### config.mk
export PLATFORM = sky130hd
export DESIGN_NAME = voice_keyword_matcher
export DESIGN_NICKNAME = d
export VERILOG_FILES = /design/src/rtl/vkm_pkg.sv /design/src/rtl/voice_keyword_matcher.sv /design/src/rtl/vkm_front.sv /design/src/rtl/vkm_cell.sv
export SDC_FILE = /design/constraint.sdc
export NUM_CORES = 1
export LEC_CHECK = 0
export CAP_MARGIN = 20
export CORE_ASPECT_RATIO = 1.2
export CORE_UTILIZATION = 50
export DETAILED_ROUTE_END_ITERATION = 8
export DONT_BUFFER_PORTS = 1
export MAX_ROUTING_LAYER = met4
export SETUP_SLACK_MARGIN = 0.05
export SLEW_MARGIN = 20
export SYNTH_ARGS = -nofsm -noshare
export SYNTH_HDL_FRONTEND = slang
export SYNTH_SLANG_ARGS = --single-unit
### constraint.sdc
create_clock -name clk -period 6.4 [get_ports clk]
set_input_delay 1.92 -clock clk [delete_from_list [all_inputs] [get_ports clk]]
set_output_delay 1.92 -clock clk [all_outputs]
set_load 0.1 [all_outputs]
### src/rtl/vkm_pkg.sv
`timescale 1ns / 1ps
`default_nettype none
// ---------------------------------------------------------------------------
// vkm_pkg: shared types and constants of the voice keyword matcher.
// Holds the keyword table, the command codes and the beat that travels
// down the cell chain.
// ---------------------------------------------------------------------------
package vkm_pkg;

  localparam int NUM_PAT = 7;
  localparam int MAX_PAT = 9;

  typedef enum logic [2:0] {
    CMD_NONE  = 3'd0,
    CMD_STOP  = 3'd1,
    CMD_COME  = 3'd2,
    CMD_HOME  = 3'd3,
    CMD_SLEEP = 3'd4,
    CMD_WAKE  = 3'd5
  } cmd_t;

  localparam logic [0:2][7:0] PREFIX_TEXT = "VC:";

  localparam logic [0:NUM_PAT-1][0:MAX_PAT-1][7:0] PAT_TEXT = {
    {"STOP",      40'h0},
    {"COMEHERE",   8'h0},
    {"COME_", "HERE"   },
    {"GOHOME",    24'h0},
    {"GO_HOME",   16'h0},
    {"SLEEP",     32'h0},
    {"WAKE",      40'h0}
  };

  localparam logic [0:NUM_PAT-1][3:0] PAT_LEN = {
    4'd4, 4'd8, 4'd9, 4'd6, 4'd7, 4'd5, 4'd4
  };

  localparam cmd_t PAT_CMD [NUM_PAT] = '{
    CMD_STOP, CMD_COME, CMD_COME, CMD_HOME, CMD_HOME, CMD_SLEEP, CMD_WAKE
  };

  localparam logic [31:0] COOLDOWN_RESET = 32'd1000;

  // One beat of the chain. When pre_c is set, the replayed bytes "V" and
  // "C" are applied before chr; kept says whether chr itself is matched.
  typedef struct packed {
    logic        vld;
    logic [7:0]  chr;
    logic        kept;
    logic        pre_c;
    logic        last;
    logic [31:0] now;
    cmd_t        cmd;
  } tok_t;

endpackage
`default_nettype wire

### src/rtl/voice_keyword_matcher.sv
`timescale 1ns / 1ps
`default_nettype none
// ---------------------------------------------------------------------------
// voice_keyword_matcher: keyword spotting over a byte stream.
// Front stage, a chain of seven keyword cells and a cooldown stage.
// ---------------------------------------------------------------------------
// The block takes one byte every clock cycle while in_stall is low. Each
// byte passes through the front stage, then through each keyword cell in
// turn down a chain of seven, then the cooldown stage, which registers the
// command for the line. The input stalls only while a finished command
// waits at the output and the next line's result has reached the end of
// the chain. Lines of any length may follow each other without gaps.
module voice_keyword_matcher #(
  parameter int KEPT_LIMIT = 31
) (
  input  wire         clk,
  input  wire         rst_n,
  input  wire         in_valid,
  output logic        in_stall,
  input  wire  [7:0]  in_char_code,
  input  wire         in_last_char,
  input  wire  [31:0] in_now_ms,
  output logic        out_valid,
  input  wire         out_stall,
  output logic [2:0]  out_command,
  input  wire         cfg_valid,
  output logic        cfg_ready,
  input  wire  [31:0] cfg_cooldown_ms
);
  import vkm_pkg::*;

  tok_t        chain [NUM_PAT+1];
  tok_t        tail;
  logic        adv;
  logic        accept;
  logic        result_in;
  logic        in_time;

  logic        out_valid_r;
  cmd_t        out_command_r, out_command_nxt;
  logic [31:0] cooldown_r;
  logic [31:0] last_accept_r;

  assign tail      = chain[NUM_PAT];
  assign adv       = !(tail.vld && tail.last && out_valid_r && out_stall);
  assign accept    = in_valid && adv;
  assign in_stall  = !adv;
  assign cfg_ready = 1'b1;
  assign result_in = adv && tail.vld && tail.last;

  vkm_front #(
    .KEPT_LIMIT (KEPT_LIMIT)
  ) u_front (
    .clk       (clk),
    .rst_n     (rst_n),
    .adv       (adv),
    .accept    (accept),
    .char_code (in_char_code),
    .last_char (in_last_char),
    .now_ms    (in_now_ms),
    .tok_o     (chain[0])
  );

  for (genvar k = 0; k < NUM_PAT; k++) begin : g_cell
    vkm_cell #(
      .IDX (k)
    ) u_cell (
      .clk   (clk),
      .rst_n (rst_n),
      .adv   (adv),
      .tok_i (chain[k]),
      .tok_o (chain[k+1])
    );
  end

  always_comb begin
    in_time         = (tail.now - last_accept_r) >= cooldown_r;
    out_command_nxt = (tail.cmd != CMD_NONE && in_time) ? tail.cmd : CMD_NONE;
  end

  always_ff @(posedge clk) begin
    if (!rst_n) begin
      out_valid_r   <= 1'b0;
      cooldown_r    <= COOLDOWN_RESET;
      last_accept_r <= 32'd0;
    end else begin
      if (cfg_valid) begin
        cooldown_r <= cfg_cooldown_ms;
      end
      if (result_in) begin
        out_valid_r <= 1'b1;
        if (out_command_nxt != CMD_NONE) begin
          last_accept_r <= tail.now;
        end
      end else if (!out_stall) begin
        out_valid_r <= 1'b0;
      end
    end
  end

  always_ff @(posedge clk) begin
    if (result_in) begin
      out_command_r <= out_command_nxt;
    end
  end

  assign out_valid   = out_valid_r;
  assign out_command = out_command_r;

endmodule
`default_nettype wire

### src/rtl/vkm_front.sv
`timescale 1ns / 1ps
`default_nettype none
// ---------------------------------------------------------------------------
// vkm_front: prefix removal, case folding and byte filtering.
// Turns each accepted input beat into one beat for the cell chain.
// ---------------------------------------------------------------------------
module vkm_front #(
  parameter int KEPT_LIMIT = 31
) (
  input  wire              clk,
  input  wire              rst_n,
  input  wire              adv,
  input  wire              accept,
  input  wire [7:0]        char_code,
  input  wire              last_char,
  input  wire [31:0]       now_ms,
  output vkm_pkg::tok_t    tok_o
);
  import vkm_pkg::*;

  localparam int CW = $clog2(KEPT_LIMIT + 1);

  logic [1:0]    raw_r, raw_nxt;
  logic          intact_r, intact_nxt;
  logic [CW-1:0] count_r, count_nxt;
  tok_t          tok_r, tok_nxt;

  logic [7:0]    folded;
  logic [1:0]    pre_cnt;
  logic          pre_c;
  logic          feed;
  logic          wspace;
  logic          kept;
  logic [CW-1:0] base;

  always_comb begin
    folded = char_code;
    if (char_code >= "a" && char_code <= "z") begin
      folded = char_code - 8'd32;
    end
    wspace = (folded == " ") || (folded == 8'h0D) || (folded == 8'h0A);

    raw_nxt    = raw_r;
    intact_nxt = intact_r;
    pre_cnt    = 2'd0;
    pre_c      = 1'b0;
    feed       = 1'b1;
    if (raw_r != 2'd3) begin
      raw_nxt = raw_r + 2'd1;
      if (intact_r && char_code == PREFIX_TEXT[raw_r]) begin
        feed = 1'b0;
        if (last_char) begin
          case (raw_r)
            2'd0: begin
              pre_cnt = 2'd1;
            end
            2'd1: begin
              pre_cnt = 2'd2;
              pre_c   = 1'b1;
            end
            default: begin
              pre_cnt = 2'd0;
            end
          endcase
        end
      end else begin
        intact_nxt = 1'b0;
        if (intact_r) begin
          case (raw_r)
            2'd1: begin
              pre_cnt = 2'd1;
            end
            2'd2: begin
              pre_cnt = 2'd2;
              pre_c   = 1'b1;
            end
            default: begin
              pre_cnt = 2'd0;
            end
          endcase
        end
      end
    end

    base      = count_r + CW'(pre_cnt);
    kept      = feed && !wspace && (base < CW'(KEPT_LIMIT));
    count_nxt = base + CW'(kept);

    if (last_char) begin
      raw_nxt    = 2'd0;
      intact_nxt = 1'b1;
      count_nxt  = '0;
    end

    tok_nxt.vld   = accept;
    tok_nxt.chr   = folded;
    tok_nxt.kept  = kept;
    tok_nxt.pre_c = pre_c;
    tok_nxt.last  = last_char;
    tok_nxt.now   = now_ms;
    tok_nxt.cmd   = CMD_NONE;
  end

  always_ff @(posedge clk) begin
    if (!rst_n) begin
      raw_r    <= 2'd0;
      intact_r <= 1'b1;
      count_r  <= '0;
      tok_r    <= '0;
    end else begin
      if (accept) begin
        raw_r    <= raw_nxt;
        intact_r <= intact_nxt;
        count_r  <= count_nxt;
      end
      if (adv) begin
        tok_r <= tok_nxt;
      end
    end
  end

  assign tok_o = tok_r;

endmodule
`default_nettype wire

### src/rtl/vkm_cell.sv
`timescale 1ns / 1ps
`default_nettype none
// ---------------------------------------------------------------------------
// vkm_cell: one keyword automaton of the chain.
// Tracks its keyword over the passing beats and, on the last beat of a
// line, writes its command into the beat if no earlier cell has.
// ---------------------------------------------------------------------------
module vkm_cell #(
  parameter int IDX = 0
) (
  input  wire              clk,
  input  wire              rst_n,
  input  wire              adv,
  input  vkm_pkg::tok_t    tok_i,
  output vkm_pkg::tok_t    tok_o
);
  import vkm_pkg::*;

  logic [3:0] q_r, q_nxt;
  logic       found_r, found_nxt;
  tok_t       tok_r, tok_nxt;

  logic [3:0] q_base;
  logic [3:0] q_step;
  logic       hit;

  always_comb begin
    q_base = q_r;
    if (tok_i.pre_c) begin
      q_base = (PAT_TEXT[IDX][0] == "C") ? 4'd1 : 4'd0;
    end
    if (q_base >= PAT_LEN[IDX]) begin
      q_base = 4'd0;
    end

    q_step = q_base;
    hit    = 1'b0;
    if (tok_i.kept) begin
      if (PAT_TEXT[IDX][q_base] == tok_i.chr) begin
        q_step = q_base + 4'd1;
      end else begin
        q_step = (PAT_TEXT[IDX][0] == tok_i.chr) ? 4'd1 : 4'd0;
      end
      if (q_step == PAT_LEN[IDX]) begin
        hit    = 1'b1;
        q_step = 4'd0;
      end
    end

    q_nxt     = q_step;
    found_nxt = found_r | hit;

    tok_nxt = tok_i;
    if (tok_i.last && tok_i.cmd == CMD_NONE && found_nxt) begin
      tok_nxt.cmd = PAT_CMD[IDX];
    end
    if (tok_i.last) begin
      q_nxt     = 4'd0;
      found_nxt = 1'b0;
    end
  end

  always_ff @(posedge clk) begin
    if (!rst_n) begin
      q_r     <= 4'd0;
      found_r <= 1'b0;
      tok_r   <= '0;
    end else if (adv) begin
      tok_r <= tok_nxt;
      if (tok_i.vld) begin
        q_r     <= q_nxt;
        found_r <= found_nxt;
      end
    end
  end

  assign tok_o = tok_r;

endmodule
`default_nettype wire

==> Word-level counts from Yosys, hierarchy flattened <==
Memories as Yosys holds them, arrays and structs flattened.
Cells that the tools add are included.
{ "word_totals": {"ff_bits": 474, "latchBits": 0, "mem_bits_rw": 0, "romBits": 896, "input_bits": 78, "out_inout_bits": 6, "mem_count": 7} }
{ "classes": {"addsub": 12, "multipliers": 0, "div_mod_pow": 0, "magnitude_cmp": 19, "n_eq_ne": 30, "shift": 0, "n_mux": 125, "bitwise_logic": 16, "n_reduce_logical": 48} }
{ "memory_table": {"columns": ["name", "depth", "width", "rd", "rd_clocked_by_memory_dff", "wr", "line_no", "source"], "rows": [
  ["(no name shown)", 16, 8, 1, 0, 0, "vkm_cell.sv:39", "if (PAT_TEXT[IDX][q_base] == tok_i.chr) begin"],
  ["(no name shown)", 16, 8, 1, 0, 0, "vkm_cell.sv:39", null],
  ["(no name shown)", 16, 8, 1, 0, 0, "vkm_cell.sv:39", null],
  ["(no name shown)", 16, 8, 1, 0, 0, "vkm_cell.sv:39", null],
  ["(no name shown)", 16, 8, 1, 0, 0, "vkm_cell.sv:39", null],
  ["(no name shown)", 16, 8, 1, 0, 0, "vkm_cell.sv:39", null],
  ["+1 memories", null, null, null, null, null, null, null]
]} }
{ "ops": {"columns": ["operator", "n"], "rows": [
  ["4-bit 2-to-1 mux", 49],
  ["8-bit 2-to-1 mux", 17],
  ["8-bit == test", 8],
  ["7-bit by 8-bit == test with 1-bit output, first input constant", 7],
  ["1-bit 2-to-1 mux", 42],
  ["5-bit >= comparator, second input constant", 7],
  ["4-bit NOT with 5-bit output", 7],
  ["32-bit >= comparator", 1],
  ["32-bit subtractor", 1],
  ["4-bit by 1-bit adder with 4-bit output, second input constant", 7],
  ["1-bit logical AND", 24],
  ["3-bit 2-to-1 mux", 7],
  ["4-bit by 3-bit == test with 1-bit output, second input constant", 5],
  ["4-bit by 3-bit >= comparator with 1-bit output, second input constant", 5],
  ["3-bit zero test", 6],
  ["2-bit AND reduction", 9],
  ["8-bit binary-select mux with 2-bit select", 1],
  ["8-bit by 4-bit == test with 1-bit output, second input constant", 2],
  ["2-bit 2-to-1 mux", 6],
  ["4-bit == test, second input constant", 2],
  ["8-bit by 6-bit == test with 1-bit output, second input constant", 1],
  ["4-bit >= comparator, second input constant", 2],
  ["8-bit by 7-bit >= comparator with 1-bit output, second input constant", 1],
  ["8-bit by 7-bit <= comparator with 1-bit output, second input constant", 1],
  ["other kinds (21)", 32]
]} }

==> Logic depth before layout (Yosys ltp) <==
{ "depth": {"word_depth": 16, "depth_mapped": 25, "ltp_nobuf": 24} }

==> By module <==
Synthesis repeated with hierarchy kept, for this count alone.
{ "hier_totals": {"cells_unflattened": 2440, "hier_area_um2": 23568.9} }
{ "by_module_without_submodules": {"columns": ["mod", "instances", "cells_each", "area_per_inst_um2", "seq_area_each_um2"], "rows": [
  ["voice_keyword_matcher", 1, 624, 5156.2, 1391.3],
  ["vkm_front", 1, 272, 2635.0, 1041.0],
  ["vkm_cell at g_cell[2].u_cell", 1, 245, 2462.4, 1041.0],
  ["vkm_cell at g_cell[4].u_cell", 1, 231, 2333.5, 1041.0],
  ["vkm_cell at g_cell[1].u_cell", 1, 225, 2328.5, 1041.0],
  ["vkm_cell at g_cell[3].u_cell", 1, 216, 2188.3, 1041.0],
  ["vkm_cell at g_cell[5].u_cell", 1, 221, 2187.1, 1041.0],
  ["vkm_cell at g_cell[6].u_cell", 1, 201, 2163.3, 1041.0],
  ["vkm_cell at g_cell[0].u_cell", 1, 205, 2114.5, 1041.0]
]} }

==> Worst setup path after synthesis <==
Ideal clock, no wire load.
{ "synth_timing": {"path_type": "input port to flip-flop", "from": "input in_char_code[5]", "to": "register u_front.count_r[4]", "setup_time_ns": 0.128, "arrival_ns": 5.544, "required_time_ns": 6.272, "path_slack_ns": 0.729, "cell_stages": 21, "n_path_buf": 1, "cell_sequence": "a2111oi_0 > a31oi_1 > or4_1 > clkbuf_1 > or2_0 > a21oi_1 > ha_1 > inv_1 > fa_1 > xor2_1 > nor2_1 > nand3_1 > o22ai_1 > a21oi_1 > ha_1 > ha_1 > o21ai_0 > a211oi_1 > a31oi_1 > a2bb2oi_1 > nor2_1"} }
{ "synth_between": {"elab_chain_cells": 11} }
{ "synth_lines": {"columns": ["item", "line_no", "source"], "rows": [
  ["start, declared", "voice_keyword_matcher.sv:20", "input wire [7:0] in_char_code,"],
  ["parallel branches: the longest is 8 deep, another holds 5-bit by 2-bit adder with 5-bit output", null, null],
  ["1-bit logical AND *", "vkm_front.sv:86", "kept = feed && !wspace && (base < CW'(KEPT_LIMIT));"],
  ["named net u_front.kept", "vkm_front.sv:33", "logic kept;"],
  ["5-bit by 1-bit adder with 5-bit output *", "vkm_front.sv:87", "count_nxt = base + CW'(kept);"],
  ["5-bit 2-to-1 mux *", "vkm_front.sv:89", "if (last_char) begin"],
  ["end signal, assigned", "vkm_front.sv:114", "count_r <= count_nxt;"],
  ["end, declared", "vkm_front.sv:25", "logic [CW-1:0] count_r, count_nxt;"]
]} }
Mark *: on every way through the listed nets, which the timed path passes.
A chain may end at the register's enable or synchronous reset.

==> Final worst setup path <==
Ends and elaborated chain as after synthesis.

==> impl_metrics.toml <==
[synth]
synth_ff_type = "dfxtp_1"
synth_cells = 2715
seq_area_frac_synth_pct = 44.1
syn_nets = 2897
ys_async_sr_fraction_pct = 0
yosysWarningCount = 0
ys_ff_latch = 468
netlist_area_um2 = 21300
avgSynthCellArea_um2 = 7.84
synth-edff-count = 3
synth.distinct_cells = 87
yosysTopAreaCellShare_pct = 43.7
yosysTopAreaCell = "dfxtp_1"
synth.area.top_cells = "dfxtp_1 44%, nand2_1 14%, a21oi_1 10%"

[die]
num_rows = 82
initial_core_util_pct = 50.9
io_pins = 84
dieArea_um2 = 43400
core_um2 = 41900
die_w_um = 190
fp.dieH_um = 228

[routing]
drt_wl_total_um = 44000
via_count = 16860
drtIter0Drc = 868
dr.pass1.iters = 4
vias_per_cell = 5.28
drc = 0
ant_nets = 0
detail_route.wl_per_cell_um = 13.8

[timing]
fin_worst_skew_ps = 15.8
worst_pin_slew_ps = 1030
finalSetupViolCount = 0
final_hold_viol_count = 0
fin_crit_sh_pct = 87.4
drv_slew = 0
max_freq_mhz = 179
fin_crit_ps = 5590
setup-tns-final_ps = 0
relSlewSlack_pct = 31.2
setup_ws_ps = 805
rsz0062_at_grt = "no"

[global_routing]
antenna_found_initial = 0
grt_pass1_vias = 15866
overflow = 0
grt_pass1_wl_um = 74800
grt_max_degree = 192
grt_usage_pct = 20.6

[placement]
place_ws_ps = 198
place.gp.congestion = 0.856
port_buffers = 0
hpwl_um = 28400

[cells_and_area]
fillers = 4019
nNetsFinal = 2794
layout-drive-gt1-share_pct = 4.30
multi_input_area_um2 = 10800
syn_to_final_growth_pct = 8.81
num_antenna_cells = 0
register_area_um2 = 9400

[clocking]
cts_resized = 0
cts_hold_buf = 0
cts_tree = "built"
cts_root_buf = "clkbuf_16"
clockBufferDepth = 3
clkSlewWorstSetupHoldPaths_ps = 60
postCtsSetupBuffers = 0
htree_levels = 2
clock-sinks = 468
insertion_delay_ps = 600
cts_buffers = 50

[worst_setup_path]
worstSetupEndpointType = "flop"
path_cells = "a2111oi_0 -> a31oi_1 -> or4_1 -> or2_0 -> a21oi_1 -> ha_1 -> inv_1 -> fa_1 -> xor2_1 -> nor2_1 -> nand3_1 -> o22ai_1 -> a21oi_1 -> ha_1 -> ha_1 -> o21ai_0 -> a211oi_1 -> a31oi_1 -> a2bb2oi_1 -> nor2_1"
path_common_cell = "ha_1"
startpoint = "in_char_code[5]"
path_class = "input pin to flop"
cpPeakStageDelay_ps = 640
reg2reg_slack_ps = 1330
reg2reg_from = "u_front.raw_r[0]"
worst_path_max_delay_cell = "or4_1"
r2r_end = "u_front.count_r[4]"
arrival_ps = 6050
rr_worst_depth = 23
cp-start-kind = "input pin"
worstPathRequired_ps = 6850
path_max_fanout = 6

[power]
p_leak_nw = 8.82
p_per_area_nw_per_um2 = 267
vdd_drop_max_mv = 0.277

[worst_hold_path]
hold_end = "u_front.tok_o[6]"
min_path_type = "flop to flop"
min-delay-start = "u_front.tok_o[6]"
holdPathStages = 2

[flow_run]
maxCapViolCount = 0

[status]
status = "finished, final reports clean"
-- worst max-delay path by stage --
stage | to | slack, ps | cells past startpoint
2_1_floorplan | u_front.count_r[4] | 730 | 21
6_report | u_front.count_r[4] | 810 | 20
4_1_cts | u_front.count_r[4] | 830 | 20
5_1_grt | u_front.count_r[4] | 340 | 20
3_5_place_dp | u_front.count_r[4] | 200 | 20
3_3_place_gp | u_front.count_r[4] | 500 | 20
-- cells in the mapped netlist (9+ instances only) --
cell type and n:
buf_2 9, nand2_1 821, nor3b_1 11, nor4b_1 10
xor2_1 26, mux2i_1 72, nand2b_1 11, a21o_1 25
xnor2_1 27, nor3_1 28, ha_1 102, o21ai_1 13
inv_1 108, o211ai_1 11, o21ai_0 21, a21oi_1 427
nor2b_1 18, dfxtp_1 465, o21a_1 9, nor2_1 122
a31oi_1 20, clkbuf_1 153, and3_1 12, and2_1 10
nand3_1 23, nand4_1 19
-- flip-flops by register name, summed over array words and instances (netlist names) --
signal / cells
cooldown_r: 32
u_front.tok_o: 44
g_cell.u_cell.found_r: 7
out_command: 3
u_front.intact_r: 1
out_valid: 1
u_front.count_r: 5
u_front.raw_r: 2
last_accept_r: 32
g_cell.u_cell.tok_o: 313
g_cell.u_cell.q_r: 28
-- per-stage QoR --
stage               instances  util (%)  hold WS [ps]  power, mW  instance area, µm²
finish                   3195      55.3           449       6.19               23200
detailed placement       3106      51.2           445       3.29               21500
global route             3195      55.3           462       6.43               23200
CTS                      3195      55.3           449       6.28               23200
floorplan                2715         -           427       3.25               21300
global placement         3106      51.2           437       3.29               21500
-- cell families (layout without fill, tap and decap cells) --
| logic type | count (synthesis) | count (layout) | share of synthesized area, % |
|---|---|---|---|
| flip-flops | 468 | 468 | 44.1 |
| AO/OA/AOI/OAI | 606 | 606 | 16.3 |
| XOR/XNOR | 53 | 53 | 2.18 |
| other | 1 | 1 | 0.0176 |
| adder cells (fa/ha/maj) | 104 | 104 | 6.18 |
| buffers and inverters | 275 | 209 | 4.94 |
| AND/OR/NAND/NOR | 1135 | 1135 | 22.8 |
| multiplexers | 73 | 73 | 3.44 |
-- report_power, final --
group | internal (mW) | switching, mW
logic | 0.0842 | 0.130
registers | 2.97 | 0.0390
clock network | 1.77 | 1.19
-- placed cells by master, fill, tap and decap left out, types with 5 or more instances in the layout --
cell       instances
clkinv_2           8
o41ai_1            5
buf_4              9
a21oi_1          427
a211oi_1           6
mux2i_1           72
nor4_1             5
xnor2_1           27
nand3_1           23
nor2b_1           18
or4_1              5
and2_1            10
nor2_1           122
nand4_1           19
a22oi_1            6
o21ai_0           21
clkbuf_16         50
a21o_1            25
nor3b_1           11
or3_1              8
inv_1            107
clkbuf_8          14
dfxtp_1          465
o211ai_1          11
o22ai_1            8
a31oi_1           20
o21a_1             9
nor3_1            28
xor2_1            26
clkbuf_1           7
nand2_1          821
and3_1            12
nor4b_1           10
ha_1             102
nand3b_1           6
nand2b_1          11
o21ai_1           13
-- area by class of cell --
type | count | area share, %
clock buffers | 71 | 6.35
clock inverters | 18 | 1.04
well taps | 546 | 2.95
multi-input cells | 1972 | 46.8
inverters | 109 | 1.83
repair buffers | 11 | 0.465
flip-flops and latches | 468 | 40.6
-- worst max-delay path, delay by kind of cell --
family,cells,cell delay (ps)
compound gates,9,1600
simple gates,5,1190
fa+ha+maj,4,1090
xor+xnor,1,180
buf+inv,1,60
-- routing by layer --
metal	global-route usage (%)	routed length, µm
met3	3.49	1390
met1	27.5	22300
met5	-	0
met2	32.4	19600
met4	4.85	659
Note: power is estimated with default switching activity, not from simulation.
